File: config.mk
export PLATFORM = sky130hd
export DESIGN_NAME = adc_channel_window_trimmed_mean_unit
export DESIGN_NICKNAME = d
export VERILOG_FILES = /design/src/rtl/acwtm_pkg.sv /design/src/rtl/acwtm_ram.sv /design/src/rtl/acwtm_front.sv /design/src/rtl/acwtm_back.sv /design/src/rtl/acwtm_res_q.sv /design/src/rtl/adc_channel_window_trimmed_mean_unit.sv
export VERILOG_INCLUDE_DIRS = /design/src /design/src/rtl
export SDC_FILE = /design/constraint.sdc
export NUM_CORES = 2
export LEC_CHECK = 0
export BUFFER_PORTS_ARGS = -buffer_cell sky130_fd_sc_hd__buf_2
export CAP_MARGIN = 40
export CORE_ASPECT_RATIO = 0.8
export CORE_UTILIZATION = 48
export DETAILED_ROUTE_END_ITERATION = 8
export PLACE_DENSITY = 0.64
export SLEW_MARGIN = 20
export SYNTH_ARGS = -nofsm -noshare
export SYNTH_HDL_FRONTEND = slang
export SYNTH_SLANG_ARGS = --single-unit
File: constraint.sdc
create_clock -name clk_i -period 20 [get_ports clk_i]
set_input_delay 2 -clock clk_i [delete_from_list [all_inputs] [get_ports clk_i]]
set_output_delay 2 -clock clk_i [all_outputs]
set_load 0.01 [all_outputs]
File: src/rtl/assert_macros.svh
// assertion macros shared by the rtl files
`ifndef ASSERT_MACROS_SVH
`define ASSERT_MACROS_SVH

// property checked at every rising clk_i edge, off while rst_ni is low
`define ACWTM_ASSERT(label, prop, msg) \
  label: assert property (@(posedge clk_i) disable iff (!rst_ni) prop) \
    else $error(msg);

// condition that must never be seen at a clock edge
`define ACWTM_ASSERT_NEVER(label, cond, msg) \
  `ACWTM_ASSERT(label, !(cond), msg)

`endif

File: src/rtl/acwtm_pkg.sv
// shared constants, types and register codes of the trimmed mean unit
package acwtm_pkg;

  localparam int unsigned CHANNELS   = 32;
  localparam int unsigned WINDOW_LEN = 5;

  localparam int unsigned SAMPLE_W  = 12;
  localparam int unsigned FRAME_W   = 16;
  localparam int unsigned CHAN_W    = 5;
  localparam int unsigned ERR_W     = 16;
  localparam int unsigned CFG_IDX_W = 2;
  localparam int unsigned CHAN_AW   = (CHANNELS > 1) ? $clog2(CHANNELS) : 1;

  // front queue, power of two deep
  localparam int unsigned MQ_DEPTH = 2;
  localparam int unsigned MQ_AW    = 1;
  localparam int unsigned MQ_CW    = 2;

  // result queue, power of two deep
  localparam int unsigned RQ_DEPTH = 8;
  localparam int unsigned RQ_AW    = 3;
  localparam int unsigned RQ_CW    = 4;
  localparam int unsigned CRED_W   = RQ_CW + 1;

  // five 12-bit samples sum into 15 bits
  localparam int unsigned SUM_W       = 15;
  localparam int unsigned RECIP_W     = 16;
  localparam int unsigned RECIP_SHIFT = 16;
  localparam int unsigned PROD_W      = SUM_W + RECIP_W;
  // ceil(2^16 / 3), exact for dividends below 2^15
  localparam logic [RECIP_W-1:0] RECIP3 = 16'd21846;

  localparam logic [CHAN_W-1:0] CHIP_OFFSET = 5'd16;
  localparam logic [ERR_W-1:0]  ERR_MAX     = 16'hFFFF;

  localparam logic [SAMPLE_W-1:0] LOW_LIMIT_RST  = 12'd0;
  localparam logic [SAMPLE_W-1:0] HIGH_LIMIT_RST = 12'd4095;

  typedef enum logic [CFG_IDX_W-1:0] {
    REG_LOW_LIMIT  = 2'd0,
    REG_HIGH_LIMIT = 2'd1
  } cfg_reg_e;

  typedef logic [SAMPLE_W-1:0] sample_t;
  typedef sample_t [WINDOW_LEN-1:0] window_t;

  // one channel's stored state, oldest sample at index 0
  typedef struct packed {
    logic [ERR_W-1:0] err;
    window_t          win;
  } entry_t;

  // classified frame handed from the front to the back
  typedef struct packed {
    logic [CHAN_W-1:0] chan;
    sample_t           sample;
    logic              in_range;
    logic              chan_ok;
  } item_t;

  typedef struct packed {
    logic [CHAN_W-1:0] chan;
    sample_t           sample;
    logic              in_range;
    logic [ERR_W-1:0]  err;
    sample_t           mean;
  } result_t;

endpackage

File: src/rtl/acwtm_ram.sv
// generic single write port ram with registered read, read-first
module acwtm_ram #(
  parameter int unsigned WIDTH = 8,
  parameter int unsigned DEPTH = 32
) (
  input  logic                                     clk_i,
  input  logic                                     we_i,
  input  logic [((DEPTH > 1) ? $clog2(DEPTH) : 1)-1:0] waddr_i,
  input  logic [WIDTH-1:0]                         wdata_i,
  input  logic                                     re_i,
  input  logic [((DEPTH > 1) ? $clog2(DEPTH) : 1)-1:0] raddr_i,
  output logic [WIDTH-1:0]                         rdata_o
);

  logic [WIDTH-1:0] mem_q [DEPTH];
  logic [WIDTH-1:0] rdata_q;

  always_ff @(posedge clk_i) begin
    if (we_i) begin
      mem_q[waddr_i] <= wdata_i;
    end
  end

  always_ff @(posedge clk_i) begin
    if (re_i) begin
      rdata_q <= mem_q[raddr_i];
    end
  end

  assign rdata_o = rdata_q;

endmodule

File: src/rtl/acwtm_front.sv
// front part: limit registers, frame classification and the hand-off queue
module acwtm_front
  import acwtm_pkg::*;
(
  input  logic                 clk_i,
  input  logic                 rst_ni,
  input  logic                 cfg_we_i,
  input  logic [CFG_IDX_W-1:0] cfg_idx_i,
  input  sample_t              cfg_wdata_i,
  input  logic                 push_i,
  output logic                 full_o,
  input  logic [FRAME_W-1:0]   frame_word_i,
  input  logic                 chip_index_i,
  output logic                 item_valid_o,
  input  logic                 item_pop_i,
  output item_t                item_o
);

  sample_t           low_q, high_q;
  item_t             slot_q [MQ_DEPTH];
  logic [MQ_AW-1:0]  wr_ptr_q, rd_ptr_q;
  logic [MQ_CW-1:0]  cnt_q, cnt_d;
  logic              push_acc, pop_acc;
  item_t             cls;
  logic [CHAN_W-1:0] chan;
  sample_t           sample;

  always_ff @(posedge clk_i or negedge rst_ni) begin
    if (!rst_ni) begin
      low_q  <= LOW_LIMIT_RST;
      high_q <= HIGH_LIMIT_RST;
    end else if (cfg_we_i) begin
      case (cfg_reg_e'(cfg_idx_i))
        REG_LOW_LIMIT:  low_q  <= cfg_wdata_i;
        REG_HIGH_LIMIT: high_q <= cfg_wdata_i;
        default: ;
      endcase
    end
  end

  // absolute channel and range check
  always_comb begin
    chan   = CHAN_W'(frame_word_i[FRAME_W-1:SAMPLE_W])
           + (chip_index_i ? CHIP_OFFSET : '0);
    sample = frame_word_i[SAMPLE_W-1:0];
    cls.chan     = chan;
    cls.sample   = sample;
    cls.in_range = (sample > low_q) && (sample < high_q);
    cls.chan_ok  = (32'(chan) < CHANNELS);
  end

  assign full_o       = (cnt_q == MQ_CW'(MQ_DEPTH));
  assign item_valid_o = (cnt_q != '0);
  assign push_acc     = push_i && !full_o;
  assign pop_acc      = item_pop_i && item_valid_o;
  assign item_o       = slot_q[rd_ptr_q];

  always_comb begin
    cnt_d = cnt_q;
    if (push_acc && !pop_acc) begin
      cnt_d = cnt_q + MQ_CW'(1);
    end else if (pop_acc && !push_acc) begin
      cnt_d = cnt_q - MQ_CW'(1);
    end
  end

  always_ff @(posedge clk_i or negedge rst_ni) begin
    if (!rst_ni) begin
      wr_ptr_q <= '0;
      rd_ptr_q <= '0;
      cnt_q    <= '0;
    end else begin
      cnt_q <= cnt_d;
      if (push_acc) begin
        wr_ptr_q <= wr_ptr_q + MQ_AW'(1);
      end
      if (pop_acc) begin
        rd_ptr_q <= rd_ptr_q + MQ_AW'(1);
      end
    end
  end

  always_ff @(posedge clk_i) begin
    if (push_acc) begin
      slot_q[wr_ptr_q] <= cls;
    end
  end

endmodule

File: src/rtl/acwtm_back.sv
// back part: window memory read-modify-write and trimmed mean pipeline
module acwtm_back
  import acwtm_pkg::*;
(
  input  logic             clk_i,
  input  logic             rst_ni,
  input  logic             item_valid_i,
  input  item_t            item_i,
  output logic             item_pop_o,
  input  logic [RQ_CW-1:0] res_count_i,
  output logic             res_push_o,
  output result_t          res_o
);

  logic [$bits(entry_t)-1:0] ram_rdata;
  logic [CHAN_AW-1:0]        rd_addr, e_addr;
  logic                      vbit_q [CHANNELS];
  logic [CRED_W-1:0]         credit_used;

  // read stage result
  logic          e_v_q, e_rdv_q;
  item_t         e_item_q;
  entry_t        old_entry, new_entry;
  logic          fwd, wr_en;

  // last write, for a back-to-back update of the same channel
  logic               wb_v_q;
  logic [CHAN_AW-1:0] wb_addr_q;
  entry_t             wb_q;

  // reduction stage
  logic              m1_v_q;
  logic [CHAN_W-1:0] m1_chan_q;
  sample_t           m1_sample_q;
  logic              m1_in_range_q;
  logic [ERR_W-1:0]  m1_err_q;
  window_t           m1_win_q;
  logic [SUM_W-1:0]  sum;
  sample_t           hi, lo;

  // divide stage
  logic              m2_v_q;
  logic [CHAN_W-1:0] m2_chan_q;
  sample_t           m2_sample_q;
  logic              m2_in_range_q;
  logic [ERR_W-1:0]  m2_err_q;
  logic [SUM_W-1:0]  m2_sum_q;
  sample_t           m2_hi_q, m2_lo_q;
  logic [SUM_W-1:0]  trim;
  logic [PROD_W-1:0] prod;

  // take an item only if the result queue can hold everything in flight
  assign credit_used = CRED_W'(res_count_i) + CRED_W'(e_v_q) + CRED_W'(m1_v_q)
                     + CRED_W'(m2_v_q);
  assign item_pop_o  = item_valid_i && (credit_used < CRED_W'(RQ_DEPTH));
  assign rd_addr     = CHAN_AW'(item_i.chan);
  assign e_addr      = CHAN_AW'(e_item_q.chan);
  assign wr_en       = e_v_q && e_item_q.chan_ok;

  acwtm_ram #(
    .WIDTH ($bits(entry_t)),
    .DEPTH (CHANNELS)
  ) u_win_ram (
    .clk_i   (clk_i),
    .we_i    (wr_en),
    .waddr_i (e_addr),
    .wdata_i (new_entry),
    .re_i    (item_pop_o),
    .raddr_i (rd_addr),
    .rdata_o (ram_rdata)
  );

  always_comb begin
    fwd = wb_v_q && (wb_addr_q == e_addr);
    if (fwd) begin
      old_entry = wb_q;
    end else if (e_rdv_q) begin
      old_entry = entry_t'(ram_rdata);
    end else begin
      old_entry = '0;
    end
    for (int k = 0; k < WINDOW_LEN - 1; k++) begin
      new_entry.win[k] = old_entry.win[k+1];
    end
    new_entry.win[WINDOW_LEN-1] = e_item_q.sample;
    if (!e_item_q.in_range && (old_entry.err != ERR_MAX)) begin
      new_entry.err = old_entry.err + ERR_W'(1);
    end else begin
      new_entry.err = old_entry.err;
    end
  end

  always_comb begin
    sum = '0;
    hi  = m1_win_q[0];
    lo  = m1_win_q[0];
    for (int k = 0; k < WINDOW_LEN; k++) begin
      sum = sum + SUM_W'(m1_win_q[k]);
      if (m1_win_q[k] > hi) begin
        hi = m1_win_q[k];
      end
      if (m1_win_q[k] < lo) begin
        lo = m1_win_q[k];
      end
    end
  end

  // divide by three through the reciprocal
  assign trim = m2_sum_q - SUM_W'(m2_hi_q) - SUM_W'(m2_lo_q);
  assign prod = PROD_W'(trim) * PROD_W'(RECIP3);

  assign res_push_o     = m2_v_q;
  assign res_o.chan     = m2_chan_q;
  assign res_o.sample   = m2_sample_q;
  assign res_o.in_range = m2_in_range_q;
  assign res_o.err      = m2_err_q;
  assign res_o.mean     = prod[RECIP_SHIFT +: SAMPLE_W];

  always_ff @(posedge clk_i or negedge rst_ni) begin
    if (!rst_ni) begin
      e_v_q  <= 1'b0;
      m1_v_q <= 1'b0;
      m2_v_q <= 1'b0;
      wb_v_q <= 1'b0;
      for (int c = 0; c < CHANNELS; c++) begin
        vbit_q[c] <= 1'b0;
      end
    end else begin
      e_v_q  <= item_pop_o;
      m1_v_q <= e_v_q;
      m2_v_q <= m1_v_q;
      wb_v_q <= wr_en;
      if (wr_en) begin
        vbit_q[e_addr] <= 1'b1;
      end
    end
  end

  always_ff @(posedge clk_i) begin
    if (item_pop_o) begin
      e_item_q <= item_i;
      e_rdv_q  <= item_i.chan_ok && vbit_q[rd_addr];
    end
    if (wr_en) begin
      wb_addr_q <= e_addr;
      wb_q      <= new_entry;
    end
    m1_chan_q     <= e_item_q.chan;
    m1_sample_q   <= e_item_q.sample;
    m1_in_range_q <= e_item_q.in_range;
    m1_err_q      <= e_item_q.chan_ok ? new_entry.err : '0;
    m1_win_q      <= e_item_q.chan_ok ? new_entry.win : '0;
    m2_chan_q     <= m1_chan_q;
    m2_sample_q   <= m1_sample_q;
    m2_in_range_q <= m1_in_range_q;
    m2_err_q      <= m1_err_q;
    m2_sum_q      <= sum;
    m2_hi_q       <= hi;
    m2_lo_q       <= lo;
  end

endmodule

File: src/rtl/acwtm_res_q.sv
// result queue in front of the output ports
module acwtm_res_q
  import acwtm_pkg::*;
(
  input  logic             clk_i,
  input  logic             rst_ni,
  input  logic             push_i,
  input  result_t          res_i,
  input  logic             pop_i,
  output logic             empty_o,
  output result_t          res_o,
  output logic [RQ_CW-1:0] count_o
);

  result_t          slot_q [RQ_DEPTH];
  logic [RQ_AW-1:0] wr_ptr_q, rd_ptr_q;
  logic [RQ_CW-1:0] cnt_q, cnt_d;
  logic             pop_acc;

  assign empty_o = (cnt_q == '0);
  assign pop_acc = pop_i && !empty_o;
  assign res_o   = slot_q[rd_ptr_q];
  assign count_o = cnt_q;

  always_comb begin
    cnt_d = cnt_q;
    if (push_i && !pop_acc) begin
      cnt_d = cnt_q + RQ_CW'(1);
    end else if (pop_acc && !push_i) begin
      cnt_d = cnt_q - RQ_CW'(1);
    end
  end

  always_ff @(posedge clk_i or negedge rst_ni) begin
    if (!rst_ni) begin
      wr_ptr_q <= '0;
      rd_ptr_q <= '0;
      cnt_q    <= '0;
    end else begin
      cnt_q <= cnt_d;
      if (push_i) begin
        wr_ptr_q <= wr_ptr_q + RQ_AW'(1);
      end
      if (pop_acc) begin
        rd_ptr_q <= rd_ptr_q + RQ_AW'(1);
      end
    end
  end

  always_ff @(posedge clk_i) begin
    if (push_i) begin
      slot_q[wr_ptr_q] <= res_i;
    end
  end

endmodule

File: src/rtl/adc_channel_window_trimmed_mean_unit.sv
// top level of the per-channel five-sample trimmed mean unit
// Each converter frame (bits 15..12 channel, 11..0 sample, plus 16 to the
// channel when chip_index_i is 1) is filed into a per-channel five-sample
// window and a saturating 16-bit error counter; a sample not strictly between
// low_limit and high_limit counts as an error. Every accepted frame yields one
// result transaction with the channel, the sample, the range flag, the error
// count after the update and the mean of the middle three window samples.
// The unit sustains one transaction per clock on both sides while pop keeps
// up: the window memory is read when an item leaves the front queue and
// written in the next cycle, and an entry just written is forwarded straight
// to an update of the same channel in the next cycle, so repeated frames for
// one channel do not stall. full rises when the two-entry front queue is
// full; the eight-entry result queue absorbs pop stalls before the front
// fills up. Windows and counters read as zero after reset through per-channel
// valid bits, so there is no clearing pass. Limits are written through
// cfg_we_i (index 0 low_limit, index 1 high_limit, other indexes ignored);
// the user must write them only while idle, which the unit does not enforce.
`include "assert_macros.svh"

module adc_channel_window_trimmed_mean_unit
  import acwtm_pkg::*;
(
  input  logic                 clk_i,
  input  logic                 rst_ni,
  // configuration writes
  input  logic                 cfg_we_i,
  input  logic [CFG_IDX_W-1:0] cfg_idx_i,
  input  logic [SAMPLE_W-1:0]  cfg_wdata_i,
  // frame input queue side
  input  logic                 push,
  output logic                 full,
  input  logic [FRAME_W-1:0]   frame_word_i,
  input  logic                 chip_index_i,
  // result queue side
  output logic                 empty,
  input  logic                 pop,
  output logic [CHAN_W-1:0]    channel_out_o,
  output logic [SAMPLE_W-1:0]  sample_out_o,
  output logic                 in_range_o,
  output logic [ERR_W-1:0]     error_total_o,
  output logic [SAMPLE_W-1:0]  filtered_mean_o
);

  // classified frame between front and back
  item_t            item;
  logic             item_valid;
  logic             item_pop;

  // back to result queue
  result_t          res_in, res_out;
  logic             res_push;
  logic [RQ_CW-1:0] res_count;

  acwtm_front u_front (
    .clk_i        (clk_i),
    .rst_ni       (rst_ni),
    .cfg_we_i     (cfg_we_i),
    .cfg_idx_i    (cfg_idx_i),
    .cfg_wdata_i  (cfg_wdata_i),
    .push_i       (push),
    .full_o       (full),
    .frame_word_i (frame_word_i),
    .chip_index_i (chip_index_i),
    .item_valid_o (item_valid),
    .item_pop_i   (item_pop),
    .item_o       (item)
  );

  // window update and trimmed mean, credit-limited by result queue room
  acwtm_back u_back (
    .clk_i        (clk_i),
    .rst_ni       (rst_ni),
    .item_valid_i (item_valid),
    .item_i       (item),
    .item_pop_o   (item_pop),
    .res_count_i  (res_count),
    .res_push_o   (res_push),
    .res_o        (res_in)
  );

  acwtm_res_q u_res_q (
    .clk_i   (clk_i),
    .rst_ni  (rst_ni),
    .push_i  (res_push),
    .res_i   (res_in),
    .pop_i   (pop),
    .empty_o (empty),
    .res_o   (res_out),
    .count_o (res_count)
  );

  assign channel_out_o   = res_out.chan;
  assign sample_out_o    = res_out.sample;
  assign in_range_o      = res_out.in_range;
  assign error_total_o   = res_out.err;
  assign filtered_mean_o = res_out.mean;

  // credit scheme must keep the result queue from overflowing
  `ACWTM_ASSERT_NEVER(a_res_overrun, res_push && (res_count == RQ_CW'(RQ_DEPTH)), "result queue overrun")
  // a finished result shows up on the ports on the next cycle
  `ACWTM_ASSERT(a_res_visible, res_push |=> !empty, "pushed result not visible")
  // a pop with no push leaves one fewer result waiting
  `ACWTM_ASSERT(a_pop_count, (pop && !empty && !res_push) |=> (res_count == ($past(res_count) - RQ_CW'(1))), "result count did not drop")
  // the back never takes from an empty front queue
  `ACWTM_ASSERT_NEVER(a_pop_idle_front, item_pop && !item_valid, "back popped empty front queue")

endmodule

After elaboration in Yosys (flattened, before gate mapping)

Memory sizes are Yosys's and may differ from the RTL's. A register that Yosys moved wholly into a read port is not among the register bits.
Cells that the tools add are included.

Flip-flop bits (word level): 342
RAM bits: 2,836
Output and inout bits: 48
Memories: 3

Memory list:

| name                   | depth | bits a word | read ports | clocked after memory_dff | wr ports | RTL line          | text |
|---|---|---|---|---|---|---|---|
| u_back.u_win_ram.mem_q | 32    | 76          | 1          | 1                        | 1        | acwtm_ram.sv:15   | `logic [WIDTH-1:0] mem_q [DEPTH];` |
| u_res_q.slot_q         | 8     | 46          | 1          | 0                        | 1        | acwtm_res_q.sv:15 | `result_t slot_q [RQ_DEPTH];` |
| u_front.slot_q         | 2     | 18          | 1          | 0                        | 1        | acwtm_front.sv:20 | `item_t slot_q [MQ_DEPTH];` |

$add $sub $neg: 19
$mul: 1
$lt $le $gt $ge: 14
Eq/ne operators: 4
Mux-type cells: 27
Bitwise logic cells: 3
Reduce and logical (&&, ||, !) cells: 28

Operators with widths:

| kind                                                       | count |
|---|---|
| two-way mux 76 bit                                         | 2 |
| two-way mux 12 bit                                         | 8 |
| greater-than comparator 12 bit                             | 5 |
| less-than comparator 12 bit                                | 5 |
| adder 15 x 12 -> 15 bit                                    | 3 |
| bitwise OR 32 bit                                          | 1 |
| subtractor 15 x 12 -> 15 bit                               | 2 |
| multiplier 15 x 14 -> 27 bit, second input constant        | 1 |
| adder 16 x 1 -> 16 bit, second input constant              | 1 |
| two-way mux 16 bit                                         | 1 |
| inequality test 16 bit, second input constant              | 1 |
| adder 12 x 12 -> 13 bit                                    | 1 |
| logical AND 1 bit                                          | 13 |
| greater-or-equal comparator 6 bit, second input constant   | 2 |
| NOT 5 -> 6 bit                                             | 2 |
| adder 5 x 1 -> 5 bit                                       | 2 |
| two-way mux 1 bit                                          | 9 |
| two-way mux 4 bit                                          | 2 |
| logical NOT 1 bit                                          | 7 |
| adder 3 x 1 -> 3 bit, second input constant                | 2 |
| less-than comparator 6 x 1 -> 1 bit, second input constant | 1 |
| nonzero test 2 bit                                         | 3 |
| adder 4 x 1 -> 5 bit                                       | 1 |
| adder 4 x 5 -> 5 bit                                       | 1 |
| other kinds (17)                                           | 20 |

Longest topological paths before layout

Word-level depth: 9
Mapped depth: 42

Modules after synthesis

Synthesis repeated with hierarchy kept, for this count alone.

Cells, all modules: 7,007
Area, all modules: 130,227.4 µm²

By module, submodules not included:

| module      | instances | cells an instance | area each (µm²) | seq. area each (µm²) |
|---|---|---|---|---|
| acwtm_ram   | 1         | 4,451             | 94,762.1        | 75,312.2 |
| acwtm_back  | 1         | 1,745             | 18,064.8        | 6,916.6 |
| acwtm_res_q | 1         | 591               | 14,416.3        | 11,300.8 |
| acwtm_front | 1         | 220               | 2,984.1         | 1,796.7 |

Worst setup path before layout

OpenSTA, ideal clock, no wires.

Path kind: reg2reg
Start: reg u_back.e_v_q
End: reg u_front.cnt_q[1]
Library setup time: 79 ps
Data arrival time: 10,070 ps
Required time: 19,921 ps
Path slack: 9,851 ps
Cell stages (with the launch flop): 9
Buffers on the path: 0
Clock period less this slack: 10,149 ps
Cell sequence: dfrtp_1 > fa_1 > a31o_2 > a211oi_1 > inv_1 > ha_1 > xor2_1 > nor2_1 > xor2_1

Word-level cells in the longest chain between the ends: 9
Elaborated cells on any way between the ends: 11
Those cells by class: add/sub (3); order compare (1); mux (1); reduce/logical (6)

RTL lines:

| item                                                    | RTL line                                   | text |
|---|---|---|
| start: declaration                                      | acwtm_back.sv:21                           | `logic e_v_q, e_rdv_q;` |
| start signal: assignment                                | acwtm_back.sv:129                          | `e_v_q <= item_pop_o;` |
| adder 4 x 1 -> 5 bit (*)                                | acwtm_back.sv:53                           | `assign credit_used = CRED_W'(res_count_i) + CRED_W'(e_v_q) + CRED_W'(m1_v_q)` |
| adder 5 x 1 -> 5 bit (*)                                | acwtm_back.sv:53                           |  |
| adder 5 x 1 -> 5 bit (*)                                | acwtm_back.sv:54                           | `+ CRED_W'(m2_v_q);` |
| less-than comparator 5 x 4 -> 1 bit (*)                 | acwtm_back.sv:55                           | `assign item_pop_o = item_valid_i && (credit_used < CRED_W'(RQ_DEPTH));` |
| logical AND 1 bit (*)                                   | acwtm_back.sv:55                           |  |
| named net item_pop                                      | adc_channel_window_trimmed_mean_unit.sv:47 | `logic item_pop;` |
| logical AND 1 bit (*)                                   | acwtm_front.sv:55                          | `assign pop_acc = item_pop_i && item_valid_o;` |
| logical NOT 1 bit                                       | acwtm_front.sv:60                          | `if (push_acc && !pop_acc) begin` |
| logical AND 1 bit                                       | acwtm_front.sv:60                          |  |
| two-way mux 2 bit or nonzero test 2 bit (tied branches) | -                                          |  |
| end signal: assignment                                  | acwtm_front.sv:73                          | `cnt_q <= cnt_d;` |
| end: declaration                                        | acwtm_front.sv:22                          | `logic [MQ_CW-1:0] cnt_q, cnt_d;` |

The timed path passes the listed nets; every way through them passes the cells marked *.
A chain may end at the register's enable or synchronous reset.

Worst setup path after layout

Start: reg u_back.m1_win_q[10] (netlist bit)
End: reg u_back.m2_hi_q[0]

Word-level cells in the longest chain between the ends: 8

RTL lines:

| item                           | RTL line          | text |
|---|---|---|
| start: declaration             | acwtm_back.sv:37  | `window_t m1_win_q;` |
| start signal: assignment       | acwtm_back.sv:152 | `m1_win_q <= e_item_q.chan_ok ? new_entry.win : '0;` |
| greater-than comparator 12 bit | acwtm_back.sv:99  | `if (m1_win_q[k] > hi) begin` |
| two-way mux 12 bit (*)         | acwtm_back.sv:99  |  |
| greater-than comparator 12 bit | acwtm_back.sv:99  |  |
| two-way mux 12 bit (*)         | acwtm_back.sv:99  |  |
| greater-than comparator 12 bit | acwtm_back.sv:99  |  |
| two-way mux 12 bit (*)         | acwtm_back.sv:99  |  |
| greater-than comparator 12 bit | acwtm_back.sv:99  |  |
| two-way mux 12 bit (*)         | acwtm_back.sv:99  |  |
| named net u_back.hi[0]         | acwtm_back.sv:39  | `sample_t hi, lo;` |
| end signal: assignment         | acwtm_back.sv:158 | `m2_hi_q <= hi;` |
| end: declaration               | acwtm_back.sv:48  | `sample_t m2_hi_q, m2_lo_q;` |

Marked as above.

==> results.py <==
metrics = {
    "hold_path": {
        "min_delay_path_depth": 0,
        "hp-class": "reg -> reg",
        "min_delay_worst_endpoint": "u_back.m2_err_q[15]$_DFF_P_",
        "hp-start": "u_back.m1_err_q[15]$_DFF_P_",
    },
    "sta": {
        "fin_worst_skew_ns": 0.0691,
        "rsz0062_at_grt": "no",
        "worst_pin_slew_ns": 0.938,
        "fmax_ghz": 0.104,
        "max_slew_margin_pct": 37.5,
        "setup_tns_ns": 0,
        "period_needed_ns": 9.62,
        "finalCritPeriodShare_pct": 48.1,
        "finalSetupViolCount": 0,
        "drv_slew": 0,
        "hold_ws_ns": 0.329,
        "hold_viol": 0,
    },
    "detailed_routing": {
        "wl_met2_mm": 147,
        "top_layer_used": "met4",
        "wl_per_cell_um": 26.2,
        "firstDrtPassIters": 6,
        "drt-total-wl_mm": 321,
        "drtAntennaViolNets": 0,
        "vias": 73266,
        "wl_met3_mm": 31.9,
        "drt_iter0_markers": 9167,
        "drc": 0,
        "m1WireLength_mm": 134,
        "vias_per_cell": 5.98,
    },
    "synthesis": {
        "synth_largest_area_cell": "edfxtp_1",
        "avgSynthCellArea_um2": 13.4,
        "netlist_area_mm2": 0.117,
        "synth_top_area_share_pct": 66.9,
        "synth-edff-count": 2604,
        "synth_top_flop_cell": "edfxtp_1",
        "ys_types": 70,
        "netlist_instances": 8727,
        "synth_nets": 9101,
        "async_flop_share_pct": 2.58,
        "yosysSeqAreaShare_pct": 71.1,
        "synth-seq-cells": 2832,
        "yosysWarnings": 0,
        "synthTopCellsByArea": "edfxtp_1, nand2_1, nand3_1",
    },
    "floorplanning": {
        "die_w_um": 554,
        "dieArea_mm2": 0.246,
        "rows": 161,
        "core_mm2": 0.241,
        "initial_core_util_pct": 48.5,
        "die_height_um": 443,
        "io_pins": 84,
    },
    "final_layout": {
        "layout.nets": 9218,
        "postLayoutCellArea_mm2": 0.132,
        "area_growth_pct": 13.0,
        "nFillCells": 19308,
        "drive_gt1_share_pct": 11.9,
    },
    "placed_design": {
        "dpl.hpwl_mm": 176,
        "port-buffer-count": 83,
        "place_area_mm2": 0.123,
        "place_congestion": 0.820,
    },
    "global_routing": {
        "grt_pass1_wl_mm": 470,
        "overflow": 0,
        "grt_usage_pct": 25.7,
        "grt_max_degree": 173,
        "grt_pass1_vias": 70069,
        "grt_antenna_before_repair": 13,
    },
    "critical_path": {
        "worstSetupPathType": "reg -> reg",
        "worstReg2RegEnd": "u_back.m2_hi_q[0]$_DFF_P_",
        "r2r_cells": 34,
        "path_delay_family": "compound AO/OA/AOI/OAI gates",
        "critPathRequiredTime_ns": 20.72,
        "critPathMaxStageDelay_ns": 0.69,
        "crit_fanout": 24,
        "worst_path_max_delay_cell": "a21oi_2",
        "endpoint_kind": "flip-flop",
        "rrSetupSlack_ns": 10.38,
        "cp-start-kind": "flip-flop",
        "crit_start": "u_back.m1_win_q[10]$_DFF_P_",
        "cpMostUsedCell": "ha_1",
        "path_buf_inv": 3,
        "crit_arrival_ns": 10.34,
        "worstReg2RegStart": "u_back.m1_win_q[10]$_DFF_P_",
    },
    "clock_network": {
        "cts_tree": "done",
        "cts_setup_buffers": 0,
        "cts-resized-gates": 0,
        "clkLatencyLatePin_ns": 0.87,
        "cts_max_path_buffers": 4,
        "htree_levels": 5,
        "cts_buffers": 282,
        "hold_buffers": 0,
        "clock_sinks": 2832,
        "cts_root_buffer": "clkbuf_16",
        "clk_pin_slew_ns": 0.06,
    },
    "run_status": {
        "outcome": "complete, no violations",
    },
    "run": {
        "max_cap_violations": 0,
    },
}
[registers in the layout, indices dropped and copies added, names as in the netlist, 12 cells and up]
name and flops:
u_back.u_win_ram.mem_q 2048, u_res_q.slot_q 368, u_back.u_win_ram.rdata_o 64, u_back.wb_q 64, u_back.m1_win_q 60, u_front.slot_q 36, u_back.vbit_q 32, u_back.m1_err_q 16
u_back.m2_err_q 16, u_back.m2_sum_q 15, u_back.e_item_q 13, u_back.m2_hi_q 12, u_back.m2_lo_q 12, u_back.m2_sample_q 12, u_front.high_q 12, u_front.low_q 12
[worst register-to-register path: cells and delay by family, from the launching register on]
family | cells | cell delay [ns]
mux | 4 | 1.18
fa+ha+maj | 4 | 1.36
simple gates | 12 | 2.74
flops | 1 | 0.37
compound gates | 11 | 3.45
buf+inv | 3 | 0.38
[Yosys cell counts, types with 4 or more instances]
cell	number
o21a_1	11
nor3_1	13
xor2_1	25
buf_2	4
mux2_2	79
nand3_1	1058
or2_2	32
o21ai_1	5
clkbuf_1	458
buf_1	44
nor2b_1	18
dfxtp_1	155
a31oi_1	73
nand2_1	2245
nand4_1	17
dfstp_2	12
fa_1	101
o21ai_0	103
nand3b_1	6
o21bai_1	11
a311oi_1	327
a21o_1	97
a21oi_1	90
nor3b_1	4
or3_1	8
o211ai_1	4
mux2i_1	70
a21boi_0	6
edfxtp_1	2604
nor2_1	121
mux4_2	92
ha_1	237
dfrtp_1	61
nand2b_1	18
inv_1	270
xnor2_1	55
nor4_1	6
and3_1	132
[cell type report]
cell class	count	area (µm²)	share of cell area [%]
Sequential cell	2832	83200	62.9
Multi-Input combinational cell	5112	31500	23.9
Clock buffer	387	7900	5.98
Tap cell	3178	3980	3.01
Timing Repair Buffer	342	3440	2.60
Clock inverter	124	1070	0.807
Inverter	274	1050	0.797
Antenna cell	3	7.51	0.00568
[cell families after synthesis]
kind of cell	after synthesis	share of synthesized area (%)
simple gates	3694	13.6
compound gates	758	4.76
fa+ha+maj	338	4.26
buf+inv	783	2.54
flops	2832	71.1
mux	242	3.14
xor+xnor	80	0.599
[metrics by stage]
stage                     setup WS, ns  util (%)  std cells
after floorplan                   9.85         -       8727
after global placement           10.57      50.4      11668
after detailed placement         10.59      51.0      11730
after CTS                        10.54      54.7      12241
after global routing              9.60      54.7      12251
final                            10.38      54.7      12252
[metal layers]
metal | track usage (%) | up-vias
li1 | - | 32178
met1 | 37.6 | 36920
met2 | 40.0 | 3646
met3 | 4.44 | 522
met4 | 6.44 | 0
met5 | 0 | -
[worst max path at each step]
| stage | end | slack (ns) | cells past startpoint |
|---|---|---|---|
| floorplan | u_front.cnt_q[1]$_DFFE_PN0P_ | 9.85 | 8 |
| global placement | u_back.m2_hi_q[0]$_DFF_P_ | 10.57 | 36 |
| detailed placement | u_back.m2_hi_q[0]$_DFF_P_ | 10.59 | 34 |
| CTS | u_back.m2_hi_q[0]$_DFF_P_ | 10.54 | 34 |
| global route | u_back.m2_hi_q[0]$_DFF_P_ | 9.60 | 34 |
| finish | u_back.m2_hi_q[0]$_DFF_P_ | 10.38 | 34 |
[placed cells by master, fill, tap and decap left out, types with 45 or more instances in the layout]
cell       synthesis  routed
nand3_1         1058    1058
mux2_2            79      79
buf_4              0     184
buf_2              4      82
a21oi_1           90      89
mux4_2            92      92
fa_1             101     101
xnor2_1           55      45
o21ai_0          103      67
nand2_1         2245    2245
a31oi_1           73      73
inv_1            270     270
clkbuf_1         458      70
nor2_1           121      81
ha_1             237     237
dfxtp_1          155     155
a311oi_1         327     327
clkinv_1           1      45
a21o_1            97      97
edfxtp_1        2604    2604
and3_1           132     132
mux2i_1           70      65
dfrtp_1           61      57
clkbuf_16          0     291
Power is not shown: default switching activity piles up to over one toggle a cycle in this logic, so the estimate is an artifact.
